--- config.mk ---
export PLATFORM = sky130hd
export DESIGN_NAME = lpr_scan
export DESIGN_NICKNAME = d
export VERILOG_FILES = /design/src/hw/rtl/lpr_pkg.sv /design/src/hw/rtl/lpr_scan.sv
export SDC_FILE = /design/constraint.sdc
export NUM_CORES = 1
export LEC_CHECK = 0
export BUFFER_PORTS_ARGS = -buffer_cell sky130_fd_sc_hd__buf_2
export CAP_MARGIN = 0
export CELL_PAD_IN_SITES_DETAIL_PLACEMENT = 1
export CELL_PAD_IN_SITES_GLOBAL_PLACEMENT = 1
export CORE_ASPECT_RATIO = 0.6
export CORE_MARGIN = 4
export CORE_UTILIZATION = 39
export DETAILED_ROUTE_END_ITERATION = 16
export PLACE_DENSITY_LB_ADDON = 0.1
export SLEW_MARGIN = 25
export SYNTH_ARGS = -nofsm -noshare
export SYNTH_HDL_FRONTEND = slang
export SYNTH_SLANG_ARGS = --single-unit
--- constraint.sdc ---
create_clock -name clk_i -period 4.52 [get_ports clk_i]
set_input_delay 0.452 -clock clk_i [delete_from_list [all_inputs] [get_ports clk_i]]
set_output_delay 0.452 -clock clk_i [all_outputs]
set_load 0.005 [all_outputs]
--- src/hw/rtl/lpr_pkg.sv ---
// ----------------------------------------------------------------------------
// lpr_pkg
// Shared types and constants for the longest-prefix route lookup block.
// ----------------------------------------------------------------------------
package lpr_pkg;

  // Table geometry
  localparam int TableDepth = 128;
  localparam int IdxW       = 7;   // slot index width, fixed by the item field
  localparam int CntW       = 8;   // entry count register width
  localparam int NumPorts   = 4;
  localparam int PortW      = 2;
  localparam int AddrW      = 32;
  localparam int MetricW    = 16;

  // Item kinds
  typedef enum logic {
    KindWrite  = 1'b0,
    KindLookup = 1'b1
  } lpr_kind_e;

  // Input transaction
  typedef struct packed {
    lpr_kind_e            kind;
    logic [IdxW-1:0]      entry_index;
    logic [AddrW-1:0]     entry_network;
    logic [AddrW-1:0]     entry_mask;
    logic [MetricW-1:0]   entry_metric;
    logic [PortW-1:0]     entry_port;
    logic                 entry_is_ipv4;
    logic [AddrW-1:0]     dest_addr;
  } lpr_in_t;

  // Result transaction
  typedef struct packed {
    logic                 found;
    logic [PortW-1:0]     out_port;
    logic [IdxW-1:0]      route_index;
    logic [AddrW-1:0]     route_mask;
  } lpr_out_t;

  // One stored route, one memory word
  typedef struct packed {
    logic                 ipv4;
    logic [PortW-1:0]     port;
    logic [MetricW-1:0]   metric;
    logic [AddrW-1:0]     mask;
    logic [AddrW-1:0]     net;
  } lpr_route_t;

  localparam int RouteW = $bits(lpr_route_t);

  // Control from the sequencer to the best-route tracker
  typedef struct packed {
    logic                 clear;     // start of a new transaction
    logic                 rd_valid;  // memory read data is valid this cycle
    logic [IdxW-1:0]      rd_idx;    // slot of that read data
  } lpr_scan_ctl_t;

  // Current best route
  typedef struct packed {
    logic                 have;
    logic [PortW-1:0]     port;
    logic [IdxW-1:0]      idx;
    logic [AddrW-1:0]     mask;
    logic [MetricW-1:0]   metric;
  } lpr_best_t;

endpackage

--- src/hw/rtl/lpr_scan.sv ---
// ----------------------------------------------------------------------------
// lpr_scan
// Compares each route read from the table against the destination and keeps
// the best match: longest mask, then strictly lower metric, else first found.
// ----------------------------------------------------------------------------
module lpr_scan (
  input  logic                       clk_i,
  input  logic                       rst_ni,
  input  lpr_pkg::lpr_scan_ctl_t     ctl_i,
  input  logic [lpr_pkg::AddrW-1:0]  dest_i,
  input  lpr_pkg::lpr_route_t        route_i,
  output lpr_pkg::lpr_best_t         best_o
);
  import lpr_pkg::*;

  lpr_best_t best_q, best_d;
  logic      match;
  logic      better;

  // Route match and preference
  assign match  = route_i.ipv4 && ((dest_i & route_i.mask) == route_i.net);
  assign better = !best_q.have
               || (route_i.mask > best_q.mask)
               || ((route_i.mask == best_q.mask) && (route_i.metric < best_q.metric));

  always_comb begin
    best_d = best_q;
    if (ctl_i.clear) begin
      best_d = '0;
    end else if (ctl_i.rd_valid && match && better) begin
      best_d.have   = 1'b1;
      best_d.port   = route_i.port;
      best_d.idx    = ctl_i.rd_idx;
      best_d.mask   = route_i.mask;
      best_d.metric = route_i.metric;
    end
  end

  always_ff @(posedge clk_i or negedge rst_ni) begin
    if (!rst_ni) begin
      best_q <= '0;
    end else begin
      best_q <= best_d;
    end
  end

  assign best_o = best_q;

  // A fresh transaction starts with no match
  a_clear_empties: assert property (@(posedge clk_i) disable iff (!rst_ni)
    ctl_i.clear |=> !best_q.have)
    else $error("best route not cleared at start of transaction");

  // A found match is kept until the next clear
  a_have_sticky: assert property (@(posedge clk_i) disable iff (!rst_ni)
    best_q.have && !ctl_i.clear |=> best_q.have)
    else $error("best route lost during scan");

endmodule

==> results.md <==
- The run finished with clean final reports.
- The biggest area contributor in the post-synthesis netlist is sky130_fd_sc_hd__dfrtp_1.
- For this run, the post-layout net count is 843.
- Across the run, the number of max-cap violations was 0.
- Clock-pin slew was measured on the worst setup and hold paths at 0.05 ns.
- Synthesis produced a netlist with a net count of between 600 and 700.
- Headroom to the max-slew limit came out at between 40% and 50%.
- The met2 usage in global routing is 34.84%.
- The endpoint class of the critical path is a register.
- Of the post-synthesis cell area, the dominant cell type holds 32.03%.
- In this run the cell area of the synthesized design comes to 4532 µm².
- In this run the worst hold path is classified as input pin to async pin.
- The clock period minus final worst setup slack is 3.192 ns.
- The max-slew violation count was 0.
- TritonCTS created 9 clock buffers.
- Port buffering added 183 buffers.
- The register bit count reported by yosys is 58.
- The number of flip-flops under the largest register name is 58.
- Setup repair after global routing left no endpoint under its margin.
- In this run the post-CTS setup repair buffer count came out at 0.
- Global routing used about 29% of the available met1 tracks.
- At the worst endpoint, the arrival time is 3.43 ns.
- The detailed-route vias per instance is between 4 and 5.
- The busiest layer in global routing is met2.
- The setup TNS after final layout is 0 ns.
- The die extent in x is 147.2 µm.
- The number of nets with antenna violations after detailed routing is 0.
- The CTS sink count is 58.
- The height of the die is 91.50 µm.
- The share of the Yosys chip area taken by registers is about a third.
- Once the floorplan was initialized, standard cells occupied 39.98% of the core.
- The global routing usage summed across all routing layers is a little over a fifth.
- Between clock sinks in the finished design, the worst skew comes to 0.005783 ns.
- The slew of the pin with the lowest slew margin is 0.8656 ns.
- The longest clock path from root to sink contains 2 buffers.
- The initial antenna violation count is 1.
- The TritonCTS clock tree is done.
- Of the cells placed in the final design, the portion with a size suffix greater than 1 is 30.12%.
- The area added between synthesis and finish is 28.77%.
- In this run the critical register-to-register path is launched from best_o[1].
- The maximum number of pins on one net before global-route repair is 70.
- The wire-length estimate of the detail-placed layout is 11.49 mm.
- The worst setup path is of the register to register kind.
- During I/O placement, the number of pins put on the boundary was 184.
- The insertion delay of the later-clocked pin in the worst-skew pair is 0.33 ns.
- The vias after detailed routing is 4114.
- The worst path uses 70.63% of the clock period.
- The static power due to leakage is roughly 2.7 nW.
- The congestion estimate from routability-driven global placement came to around 0.80.
- Row generation in the floorplan step produced 30 rows.
- Setup violations remaining at the end of the flow were counted as 0.
- The via count of the first global-routing pass came to 4501.
- Of all nets on the critical path, the largest fanout is 29.
- The synthesized area divided by synthesized cell count is 9.249 µm².
- The post-detailed-route wirelength per cell is 17.11 µm.
- Derived from the worst setup path, the maximum achievable clock frequency is between 0.3 and 0.4 GHz.
- The number of hold buffers added after cts is 0.
- The number of failing hold endpoints at the final stage is 0.
- The tightest hold path in the finished design has a slack of between 0.2 and 0.3 ns.
- For this run, the number of Yosys warnings is 0.
- By area the synthesized netlist is led by sky130_fd_sc_hd__dfrtp_1, sky130_fd_sc_hd__nand2b_1, sky130_fd_sc_hd__ha_1, sky130_fd_sc_hd__mux2i_1, sky130_fd_sc_hd__xnor2_1.
- The number of DRC markers in iteration 0 is around 130.
- The synthesized netlist contains 34 unique library cells.
- The global-route track usage on met3 is 6.584%.
- The critical path startpoint category is a register.
- The first global-routing pass estimated 23.53 mm of wire.
- For this run, design rule violations remaining after detail routing come to 0.
- The first detailed-routing pass took 4 iterations.
- After layout, the design draws a total of 1.366 mW.
- Tracing the worst setup path back leads to its startpoint at best_o[1].
- The total number of H-tree levels is 3.
- For this design the ratio of total power to cell area is 234.2 nW/µm².
- The maximum vdd ir drop is around 170 µV.
- The remaining global-route overflow is 0.
- The required time reported for the critical path endpoint is 4.76 ns.
- The total wire length is 14.29 mm.
- The cell count after synthesis came out at 490.
- The root cell of the clock tree is sky130_fd_sc_hd__clkbuf_16.
- Once the clock tree was built, the resizer swapped 0 gates to a different size.
- The die area is 13470 µm².
- The core area is between 10000 and 15000 µm².
[synthesized netlist by cell type, drive strengths merged]
cell     number
mux2i        57
a221oi        2
nand4        12
clkbuf       12
nand2b      115
or4           1
a2111oi       2
nor2          4
and2          1
o21bai        1
o21ai         7
a21oi        14
a21o          2
a2111o        1
xnor2        27
xor2          5
inv          49
nor4          8
o41ai         1
nor2b         3
a31oi         2
buf           6
dfrtp        58
nand3         6
o221ai        1
nor3          4
nand2        37
ha           47
o211ai        2
a211oi        3
[final timing paths]
path	endpoint	slack, ns	cells after the start
max	best_o[21]	1.33	9
min	best_o[48]	0.29	2
max reg2reg	best_o[21]	1.33	9
min reg2reg	best_o[48]	0.54	2
max in group asynchronous	best_o[3]	3.70	2
min in group clk_i	best_o[53]	0.39	3
[routing by layer]
metal	part of all wire, %	routed length, µm
met4	0.87	124
met5	0	0
met3	7.2	1022
met1	48	6842
met2	44	6297
[stage by stage]
stage	instance area (µm²)	utilization [%]	instances	worst slack (ns)
after floorplan	4532	-	490	2.157
after global placement	5562	49.06	819	1.437
after detailed placement	5562	49.06	819	1.290
after CTS	5833	51.46	834	1.293
after global routing	5833	51.46	834	1.159
final	5836	51.48	835	1.328
[cell families after synthesis]
family	Yosys count	share of synthesized area [%]
and+or+nand+nor	191	23.94
buffers and inverters	67	6.626
muxes	57	12.59
xor gates and xnor gates	32	6.184
adders and majority gates	47	12.98
AOI/OAI and AO/OA	38	5.660
DFF	58	32.03
[critical path, cell delays in order (launching register included)]
cell and delay (ns):
sky130_fd_sc_hd__dfrtp_1 0.39, sky130_fd_sc_hd__inv_1 0.06, sky130_fd_sc_hd__ha_1 0.27, sky130_fd_sc_hd__a2111oi_0 0.72, sky130_fd_sc_hd__nor3_1 0.09, sky130_fd_sc_hd__a221oi_1 0.40
sky130_fd_sc_hd__a31oi_1 0.18, sky130_fd_sc_hd__a31oi_4 0.21, sky130_fd_sc_hd__buf_4 0.47, sky130_fd_sc_hd__mux2i_1 0.28
[layout by cell type, fill, tap and decap left out, types with 9 or more instances in the layout]
master / synthesis / final
sky130_fd_sc_hd__a21oi_1: 14 / 14
sky130_fd_sc_hd__buf_2: 0 / 183
sky130_fd_sc_hd__clkbuf_16: 0 / 9
sky130_fd_sc_hd__dfrtp_1: 58 / 58
sky130_fd_sc_hd__ha_1: 47 / 47
sky130_fd_sc_hd__inv_1: 49 / 49
sky130_fd_sc_hd__mux2i_1: 57 / 57
sky130_fd_sc_hd__nand2_1: 37 / 37
sky130_fd_sc_hd__nand2b_1: 115 / 115
sky130_fd_sc_hd__nand4_1: 12 / 12
sky130_fd_sc_hd__xnor2_1: 27 / 27
[power by group]
group / switching (mW) / internal [mW]
Combinational: 0.114 / 0.107
Clock: 0.231 / 0.394
Sequential: 0.0000000000710 / 0.520
[final cells by class]
| type | count | area (µm²) |
|---|---|---|
| Antenna cell | 1 | 2.502 |
| Clock buffer | 12 | 256.5 |
| Clock inverter | 3 | 15.01 |
| Fill cell | 1398 | 5500 |
| Inverter | 49 | 183.9 |
| Multi-Input combinational cell | 365 | 2780 |
| Sequential cell | 58 | 1451 |
| Tap cell | 160 | 200.2 |
| Timing Repair Buffer | 187 | 945.9 |
Power figures use the tool's default switching activity.
