==> src/hw/rtl/lpr_ram.sv <==
// ----------------------------------------------------------------------------
// lpr_ram
// Generic simple dual-port RAM: one write port, one read port, registered read.
// ----------------------------------------------------------------------------
module lpr_ram #(
  parameter int Width = 8,
  parameter int Depth = 16,
  parameter int AddrW = $clog2(Depth)
) (
  input  logic             clk_i,
  input  logic             we_i,
  input  logic [AddrW-1:0] waddr_i,
  input  logic [Width-1:0] wdata_i,
  input  logic             re_i,
  input  logic [AddrW-1:0] raddr_i,
  output logic [Width-1:0] rdata_o
);

  logic [Width-1:0] mem_q [Depth];
  logic [Width-1:0] rdata_q;

  // Write port
  always_ff @(posedge clk_i) begin
    if (we_i) begin
      mem_q[waddr_i] <= wdata_i;
    end
  end

  // Registered read port
  always_ff @(posedge clk_i) begin
    if (re_i) begin
      rdata_q <= mem_q[raddr_i];
    end
  end

  assign rdata_o = rdata_q;

endmodule

==> config.mk <==
export PLATFORM = sky130hd
export DESIGN_NAME = lpr_ram
export DESIGN_NICKNAME = d
export VERILOG_FILES = /design/src/hw/rtl/lpr_ram.sv
export SDC_FILE = /design/constraint.sdc
export NUM_CORES = 1
export LEC_CHECK = 0
export ABC_AREA = 1
export BUFFER_PORTS_ARGS = -buffer_cell sky130_fd_sc_hd__buf_2
export CAP_MARGIN = 20
export CORE_MARGIN = 10
export CORE_UTILIZATION = 30
export DETAILED_ROUTE_END_ITERATION = 7
export GPL_TIMING_DRIVEN = 0
export PLACE_DENSITY = 0.5
export SLEW_MARGIN = 20
export SYNTH_ARGS = -nofsm -noshare
export SYNTH_HDL_FRONTEND = slang
export SYNTH_SLANG_ARGS = --single-unit
==> constraint.sdc <==
create_clock -name clk_i -period 1.55 [get_ports clk_i]
set_input_delay 0.31 -clock clk_i [delete_from_list [all_inputs] [get_ports clk_i]]
set_output_delay 0.31 -clock clk_i [all_outputs]
set_load 0.02 [all_outputs]
==> qor.yml, run 1 <==
route:
  ant_nets: 0
  first_pass_iters: 5
  drc: 0
  drt_wl_total_um: 15000
  vias: 3911
  vias_per_cell: 4.49
  drtIter0Drc: 332
  wire_per_inst_um: 17.3
power_and_ir_drop:
  irDropWorstVdd_mv: 0.583
  intPower_mw: 6.63
  switching_share_pct: 22.4
  power_frac_seq_pct: 48.7
  power.density_nw_per_um2: 1250
  switchingPower_mw: 1.92
  p_clk_share_pct: 44.7
  total_power_mw: 8.54
  p_leak_nw: 2.89
  pwr-share-comb_pct: 6.6
synthesis:
  synth_fa_ha_area_share_pct: 0
  synth_compound_area_share_pct: 0
  synth-simple-area-share_pct: 20.8
  synthCells: 551
  synth_area_per_cell_sq_um: 10.6
  synthMuxAreaShare_pct: 0
  synth-xor-area-share_pct: 0
  syn_nets: 570
  ys_types: 11
  yosysWarnings: 0
  synth_top_family_by_area: "simple AND/OR/NAND/NOR gates"
  synth_area_sq_um: 5850
  ys_seq_area_share_pct: 69.8
  ys_ff_latch: 136
finish:
  drive_above_1_share_pct: 12.5
  post-route-util_pct: 35.5
  diodes: 0
  syn_to_final_growth_pct: 17.2
  fin_area_sq_um: 6860
  layout_commonest_cell: "nand2_1"
  finalNetCount: 612
  layout_common_cells: "nand2_1 (173), edfxtp_1 (136), inv_1 (100)"
cts:
  cts_max_level: 4
  clkLatencyLatePin_ns: 0.42
  clkSinkCount: 136
  clkSlewWorstSetupHoldPaths_ns: 0.06
  holdBufCountCts: 0
  cts_root_buf: "clkbuf_16"
  postCtsSetupBuffers: 0
  clk_path_buf_depth: 2
  cts_resized: 0
  cts_tree: "done"
  cts_buffers: 17
worst_hold_path:
  hp-class: "input port to flip-flop"
critical_path:
  cp.arrival_ns: 1.47
  crit_type: "input port to flip-flop"
  r2r_end: "rdata_o[5]"
  path_max_fanout: 8
  start_kind: "input port"
  startpoint: "waddr_i[2]"
  reg2reg_depth: 6
  r2r_start: "mem_q[11][5]"
  cp.required_ns: 1.59
  cp-endpoint: "mem_q[9][3]"
  r2r_slack_ns: 0.33
  critPathCaptureType: "flip-flop"
global_route:
  overflow: 0
  first_global_vias: 3862
  grt_pass1_wl_um: 23000
  grt_antenna_before_repair: 0
  grt_max_degree: 17
  grt_use_total_pct: 12.0
timing:
  setup_viol: 0
  layout_setup_ws_ns: 0.122
  finalSetupTns_ns: 0
  fin_crit_ns: 1.43
  fmax_mhz: 700
  slew_violations: 0
  skew_ns: 0.00813
  relSlewSlack_pct: 34.9
  min_period_over_period_pct: 92.1
  rsz0062_at_grt: "false"
  hold_violations: 0
  tightest_slew_ns: 0.972
floorplanning:
  core-area_sq_um: 19300
  io-pin-count: 27
  die_width_um: 160
  die_area_sq_um: 25500
  die_h_um: 160
  initial_utilization_pct: 30.2
  placementRows: 51
place:
  port_buffers: 23
  hpwl_um: 10200
  place_congestion: 0.860
  post-place-ws_ns: -0.321
  place_area_sq_um: 6290
status:
  status: "completed"
run:
  drv_cap: 0
## sequential cells by signal, summed over array words and instances, names as in the netlist
| register | flops |
|---|---|
| mem_q | 128 |
| rdata_o | 8 |
## through the flow
stage	hold slack [ns]	instances
6_report	0.231	871
5_1_grt	0.232	871
4_1_cts	0.215	871
3_5_place_dp	0.659	839
3_3_place_gp	0.643	839
2_1_floorplan	0.409	551
## power groups by stage
stage / registers, mW / logic, mW / clock network [mW]
2_1_floorplan: 4.26 / 0.290 / 0
5_1_grt: 4.17 / 0.620 / 4.07
3_5_place_dp: 4.24 / 0.563 / 0
3_3_place_gp: 4.24 / 0.556 / 0
6_report: 4.16 / 0.561 / 3.82
4_1_cts: 4.16 / 0.565 / 3.90
## metal layers
layer	vias to the layer above	wire length, um	global-route usage, %
li1	1872	-	-
met1	1897	6870	15.5
met2	120	6950	18.6
met3	22	873	3.00
met4	0	351	5.05
met5	-	0	0
## how the worst min path moves through the flow
stage,endpoint,start,cells past startpoint
finish,rdata_o[4],re_i,1
detailed placement,rdata_o[5],re_i,1
global placement,rdata_o[2],re_i,1
floorplan,mem_q[0][0],wdata_i[0],0
CTS,rdata_o[5],re_i,1
global route,rdata_o[4],re_i,1
## cell usage after synthesis
library cell	n	area (sq um)
nand2_1	173	649
edfxtp_1	136	4080
inv_1	100	375
nand3_1	97	485
nor2_1	17	63.8
buf_2	13	65.1
buf_6	6	67.6
buf_4	4	30.0
inv_2	2	7.51
nand3b_1	2	15.0
buf_1	1	3.75
## area by class of cell
| class | instances | area [sq um] |
|---|---|---|
| fillers | 1931 | 12500 |
| multi-input cells | 289 | 1210 |
| inverters | 102 | 383 |
| repair buffers | 23 | 115 |
| plain buffers | 24 | 166 |
| clock inverters | 15 | 136 |
| flip-flops and latches | 136 | 4080 |
| clock buffers | 17 | 425 |
| well taps | 265 | 332 |
## critical path: stages
cell and delay, ns:
buf_2 0.12, nand3b_1 0.25, nor2_1 0.79
## logic make-up after synthesis
logic type    count (synthesis)
buf+inv                     126
flops                       136
simple gates                289
Note: power is estimated with default switching activity, not from simulation.
==> run 2, diff against run 1 <==
--- a/config.mk
+++ b/config.mk
@@ -8,11 +8,13 @@
 export ABC_AREA = 1
 export BUFFER_PORTS_ARGS = -buffer_cell sky130_fd_sc_hd__buf_2
 export CAP_MARGIN = 20
+export CELL_PAD_IN_SITES_DETAIL_PLACEMENT = 0
+export CELL_PAD_IN_SITES_GLOBAL_PLACEMENT = 1
 export CORE_MARGIN = 10
 export CORE_UTILIZATION = 30
 export DETAILED_ROUTE_END_ITERATION = 7
 export GPL_TIMING_DRIVEN = 0
-export PLACE_DENSITY = 0.5
+export PLACE_DENSITY = 0.58
 export SLEW_MARGIN = 20
 export SYNTH_ARGS = -nofsm -noshare
 export SYNTH_HDL_FRONTEND = slang
==> qor.yml, run 2 (synthesis gave the netlist of run 1 again) <==
status:
  status: "completed"
finish:
  final_cells: 869  # -0.23%
  regMostFlops: "mem_q"
  drive_above_1_share_pct: 12.4  # -0.12 points
  fillers: 1908  # -1.2%
  layout_commonest_cell: "nand2_1"
  layout_common_cells: "nand2_1 (173), edfxtp_1 (136), inv_1 (100)"
  finalNetCount: 612  # unchanged
  syn_to_final_growth_pct: 17.0
  multi_input_area_sq_um: 1220  # +0.21%
  diodes: 0  # unchanged
  largest_reg_flops: 128  # unchanged
  seq_area_sq_um: 4080  # unchanged
critical_path:
  critPathCaptureType: "flip-flop"
  max_stage_delay_ns: 0.77  # -0.02 ns
  r2r_slack_ns: 0.33  # about the same
  r2r_end: "rdata_o[3]"
  cp.required_ns: 1.59  # about the same
  crit_type: "input port to flip-flop"
  path_max_fanout: 8  # unchanged
  critPathSlowestCell: "nor2_1"
  path_cells: "buf_2 > nand3b_1 > nor2_1"
  crit_family: "simple AND/OR/NAND/NOR gates"
  start_kind: "input port"
  r2r_start: "mem_q[1][3]"
  cp.arrival_ns: 1.47  # about the same
  reg2reg_depth: 6  # unchanged
  worst-path-buf-inv: 1  # unchanged
worst_hold_path:
  min_from: "re_i"
  hold_end: "rdata_o[7]"
  hp-class: "input port to flip-flop"
  holdPathStages: 1  # unchanged
place:
  dp_cells: 839  # unchanged
  place_congestion: 0.838  # -2.5%
  hpwl_um: 10300  # +1.8%
  port_buffers: 23  # unchanged
route:
  drc: 0  # unchanged
  drtIter0Drc: 314  # -5.4%
  vias_per_cell: 4.32  # -3.8%
  drt_wl_total_um: 15300  # +1.6%
  ant_nets: 0  # unchanged
  vias: 3755  # -4.0%
  wire_per_inst_um: 17.6  # +1.8%
  first_pass_iters: 5  # unchanged
floorplanning:
  placementRows: 51  # unchanged
  die_width_um: 160  # unchanged
  io-pin-count: 27  # unchanged
  initial_utilization_pct: 30.2  # unchanged
  die_area_sq_um: 25500  # unchanged
  die_h_um: 160  # unchanged
  core-area_sq_um: 19300  # unchanged
global_route:
  first_global_vias: 3763  # -2.6%
  grt_use_total_pct: 12.5  # +0.50 points
  grt_pass1_wl_um: 23500  # +2.1%
  grt_antenna_before_repair: 0  # unchanged
  grt_max_degree: 17  # unchanged
  overflow: 0  # unchanged
cts:
  clkSlewWorstSetupHoldPaths_ns: 0.06  # about the same
  cts_max_level: 4  # unchanged
  cts_root_buf: "clkbuf_16"
  cts_buffers: 17  # unchanged
  clk_path_buf_depth: 2  # unchanged
  cts_tree: "done"
  clkLatencyLatePin_ns: 0.42  # about the same
  clkSinkCount: 136  # unchanged
  postCtsSetupBuffers: 0  # unchanged
power_and_ir_drop:
  intPower_mw: 6.63  # about the same
  irDropWorstVdd_mv: 0.559  # -4.2%
  switching_share_pct: 22.0  # -0.43 points
  p_leak_nw: 2.88  # about the same
  p_clk_share_pct: 44.3  # -0.4 points
  power_frac_seq_pct: 49.0  # +0.3 points
  switchingPower_mw: 1.87  # -2.5%
  power.density_nw_per_um2: 1240  # -0.36%
  pwr-share-comb_pct: 6.7  # about the same
timing:
  hold_violations: 0  # unchanged
  tightest_slew_ns: 0.957  # -0.0147 ns
  setup_viol: 0  # unchanged
  finalSetupTns_ns: 0  # unchanged
  slew_violations: 0  # unchanged
  fmax_mhz: 697  # -0.45%
  fin_crit_ns: 1.43  # +0.00639 ns
  skew_ns: 0.00668  # -0.00145 ns
  rsz0062_at_grt: "false"
  relSlewSlack_pct: 35.9  # +0.99 points
  min_period_over_period_pct: 92.6  # +0.41 points
run:
  drv_cap: 0  # unchanged
-- run 2: through the flow --
| stage | utilization, % | hold slack, ns | power (mW) | setup slack [ns] | area [sq um] |
|---|---|---|---|---|---|
| 6_report | 35.4 | 0.223 | 8.49 | 0.115 | 6840 |
| 5_1_grt | 35.4 | 0.221 | 8.79 | 0.0117 | 6840 |
| 4_1_cts | 35.4 | 0.215 | 8.55 | 0.0902 | 6840 |
| 3_5_place_dp | 32.6 | 0.657 | 4.81 | -0.359 | 6290 |
| 3_3_place_gp | 32.6 | 0.644 | 4.80 | -0.304 | 6290 |
| 2_1_floorplan | - | 0.409 | 4.55 | 0.289 | 5850 |
-- run 2: area by class of cell --
| type | count | share of cell area, % |
|---|---|---|
| Buffer | 24 | 2.43 |
| Clock inverter | 10 | 1.56 |
| Inverter | 102 | 5.60 |
| Timing Repair Buffer | 23 | 1.68 |
| Tap cell | 265 | 4.85 |
| Multi-Input combinational cell | 289 | 17.8 |
| Clock buffer | 20 | 6.38 |
| Sequential cell | 136 | 59.7 |
-- run 2: repair_timing --
item	CTS	global route
hold buffers	0	0
gates resized for setup	0	1
endpoints found under the hold margin	0	0
endpoints found under the setup margin	0	5
-- run 2: power groups by stage --
| stage | Clock [mW] | Combinational (mW) | Sequential, mW |
|---|---|---|---|
| 6_report | 3.76 | 0.566 | 4.16 |
| 2_1_floorplan | 0 | 0.290 | 4.26 |
| 3_5_place_dp | 0 | 0.570 | 4.24 |
| 4_1_cts | 3.81 | 0.573 | 4.16 |
| 3_3_place_gp | 0 | 0.565 | 4.24 |
| 5_1_grt | 3.98 | 0.633 | 4.17 |
-- run 2: how the worst max path moves through the flow --
stage / end / slack (ns) / startpoint / cells past startpoint
floorplan: mem_q[10][0] / 0.29 / waddr_i[2] / 2
global placement: mem_q[4][4] / -0.30 / waddr_i[3] / 3
detailed placement: mem_q[4][4] / -0.36 / waddr_i[3] / 3
CTS: mem_q[4][7] / 0.09 / waddr_i[3] / 3
global route: mem_q[5][1] / 0.01 / waddr_i[3] / 3
finish: mem_q[8][0] / 0.12 / waddr_i[2] / 3
-- run 2: metal layers --
metal	part of all wire, %	wire length, um	track usage [%]
met3	3.8	579	2.71
met4	1.3	200	4.55
met1	47	7150	16.2
met5	0	0	0
met2	48	7350	20.0
==> run 3, diff against run 2 <==
--- a/config.mk
+++ b/config.mk
@@ -5,7 +5,6 @@
 export SDC_FILE = /design/constraint.sdc
 export NUM_CORES = 1
 export LEC_CHECK = 0
-export ABC_AREA = 1
 export BUFFER_PORTS_ARGS = -buffer_cell sky130_fd_sc_hd__buf_2
 export CAP_MARGIN = 20
 export CELL_PAD_IN_SITES_DETAIL_PLACEMENT = 0
@@ -14,7 +13,8 @@
 export CORE_UTILIZATION = 30
 export DETAILED_ROUTE_END_ITERATION = 7
 export GPL_TIMING_DRIVEN = 0
-export PLACE_DENSITY = 0.58
+export PLACE_DENSITY = 0.54
+export SETUP_SLACK_MARGIN = 0.5
 export SLEW_MARGIN = 20
 export SYNTH_ARGS = -nofsm -noshare
 export SYNTH_HDL_FRONTEND = slang
==> qor.yml, run 3 <==
critical_path:
  cp.arrival_ns: 1.60  # +0.13 ns
  path_cells: "mux4_2 > a22oi_2 > nand2_2"
  max_stage_delay_ns: 0.50  # -0.27 ns
  critPathSlowestCell: "mux4_2"
  cp.required_ns: 1.71  # +0.12 ns
  path_max_fanout: 1  # -7
  crit_type: "flip-flop to flip-flop"
  worst-path-buf-inv: 0  # -1
  crit_family: "multiplexers"
  start_kind: "flip-flop"
  critPathCaptureType: "flip-flop"
power_and_ir_drop:
  power.density_nw_per_um2: 1320  # +6.0%
  power_frac_seq_pct: 47.2  # -1.8 points
  pwr-share-comb_pct: 5.8  # -0.9 points
  intPower_mw: 7.03  # +6.2%
  total_power_mw: 8.82  # +3.9%
  switching_share_pct: 20.3  # -1.7 points
  p_clk_share_pct: 47.0  # +2.7 points
  switchingPower_mw: 1.79  # -4.1%
  irDropWorstVdd_mv: 0.827  # +48%
  p_leak_nw: 2.16  # -25%
synthesis:
  yosys-top-cells-count: "edfxtp_1 (136), mux4_2 (18), a22oi_1 (16), mux4_1 (14), nor2_1 (13)"
  synth_edf_count: 136  # unchanged
  synthCells: 229  # -58%
  ys_ff_latch: 136  # unchanged
  ys_types: 18  # +7
  syn_nets: 248  # -56%
  yosysWarnings: 0  # unchanged
  synth.most_common_cell: "edfxtp_1"
  synth.area.top_cells: "edfxtp_1 (78%), mux4_2 (7.8%), mux4_1 (7.0%), a22oi_1 (2.3%), nor2_1 (0.93%)"
  synth.top_cell.area_share_pct: 78.1  # +8.3 points
  synth-main-ff-cell: "edfxtp_1"
  ys_seq_area_share_pct: 78.1  # +8.3 points
  yosys.area.top_type: "edfxtp_1"
  synth_area_per_cell_sq_um: 22.8  # +120%
  async_flop_share_pct: 0  # unchanged
  synth_area_sq_um: 5230  # -11%
route:
  wire_per_inst_um: 21.0  # +19%
  drc: 0  # unchanged
  drt_wl_total_um: 11000  # -28%
  vias: 2445  # -35%
  first_pass_iters: 4  # -1
  vias_per_cell: 4.66  # +7.8%
  ant_nets: 0  # unchanged
  drtIter0Drc: 198  # -37%
global_route:
  grt_pass1_wl_um: 17200  # -26%
  grt_max_degree: 17  # unchanged
  first_global_vias: 2753  # -27%
  overflow: 0  # unchanged
  grt_antenna_before_repair: 0  # unchanged
  grt_use_total_pct: 10.1  # -2.3 points
place:
  port_buffers: 25  # +8.7%
  place_congestion: 0.744  # -11%
  hpwl_um: 7130  # -31%
  post-place-ws_ns: -0.283  # +0.0759 ns
  place_area_sq_um: 5790  # -8.1%
timing:
  setup_viol: 0  # unchanged
  rsz0062_at_grt: "true"
  hold_violations: 0  # unchanged
  skew_ns: 0.00592  # -0.000763 ns
  fin_crit_ns: 1.44  # +0.00826 ns
  fmax_mhz: 693  # -0.57%
  relSlewSlack_pct: 42.0  # +6.0 points
  tightest_slew_ns: 0.867  # -0.0904 ns
  min_period_over_period_pct: 93.1  # +0.53 points
  layout_setup_ws_ns: 0.107  # -0.00826 ns
  finalSetupTns_ns: 0  # unchanged
  slew_violations: 0  # unchanged
  hold_ws_ns: 0.270  # +0.0478 ns
finish:
  layout_common_cells: "edfxtp_1 (136), mux4_2 (32), buf_2 (20)"
  largest_reg_flops: 128  # unchanged
  drive_above_1_share_pct: 46.7  # +34 points
  finalNetCount: 306  # -50%
  regMostFlops: "mem_q"
  fin_area_sq_um: 6700  # -2.0%
  layout_commonest_cell: "edfxtp_1"
  diodes: 0  # unchanged
  syn_to_final_growth_pct: 28.2
cts:
  clkLatencyLatePin_ns: 0.42  # about the same
  clkSinkCount: 136  # unchanged
  cts_tree: "done"
  clkSlewWorstSetupHoldPaths_ns: 0.06  # about the same
  cts_root_buf: "clkbuf_16"
  clk_path_buf_depth: 2  # unchanged
  cts_buffers: 17  # unchanged
  cts_max_level: 4  # unchanged
worst_hold_path:
  hp-class: "input port to flip-flop"
floorplanning:
  placementRows: 48  # -5.9%
  die_width_um: 152  # -4.8%
  initial_utilization_pct: 30.4  # +0.19 points
  die_area_sq_um: 23100  # -9.3%
  io-pin-count: 27  # unchanged
  die_h_um: 152  # -4.8%
  core-area_sq_um: 17200  # -11%
status:
  status: "completed"
run:
  drv_cap: 0  # unchanged
==> run 3: cell families (layout without fill, tap and decap cells) <==
kind of cell | after synthesis | in the layout | share of synthesized area (%)
AND/OR/NAND/NOR | 35 | 35 | 3.14
flip-flops | 136 | 136 | 78.1
AO/OA/AOI/OAI | 16 | 16 | 2.30
buffers and inverters | 10 | 81 | 1.65
multiplexers | 32 | 32 | 14.8
==> run 3: per-stage QoR <==
step / std cells / utilization, %
after global placement: 479 / 33.7
after CTS: 521 / 38.4
final: 525 / 39.0
after global routing: 525 / 39.0
after floorplan: 229 / -
after detailed placement: 479 / 33.7
==> run 3: worst paths after layout <==
check                   start         end  slack (ns)  cells after the start
setup / recovery  mem_q[3][7]  rdata_o[7]        0.11                      3
hold / removal           re_i  rdata_o[3]        0.27                      1
setup reg to reg  mem_q[3][7]  rdata_o[7]        0.11                      3
hold reg to reg   mem_q[6][5]  rdata_o[5]        0.75                      3
==> run 3: what timing repair did <==
| item | in CTS | in global routing |
|---|---|---|
| setup buffers | 10 | 4 |
| hold buffers | 0 | 0 |
| hold endpoints to repair | 0 | 0 |
| resized for setup | 20 | 6 |
| pin swaps | 12 | 8 |
| setup endpoints to repair | 120 | 71 |
==> run 3: power groups by stage <==
stage	combinational [mW]	sequential [mW]	clock, mW
after floorplan	0.254	4.26	0
after global placement	0.464	4.24	0
after detailed placement	0.468	4.24	0
after CTS	0.509	4.17	4.21
after global routing	0.556	4.17	4.41
final	0.513	4.17	4.14
==> run 3: layout make-up <==
type	instances	area (sq um)
buffer	10	120
sequential	136	4080
clock inverter	15	184
clock buffer	17	425
tap	225	282
timing repair buffer	39	397
multi-input combinational	83	1210
fill	1591	10500
==> run 3: layer usage <==
metal	wire length [um]	global-route usage (%)	vias to the layer above
met5	0	0	-
met4	229	5.50	0
met3	311	2.71	16
met2	5510	15.8	45
met1	4970	12.5	1300
li1	-	-	1084
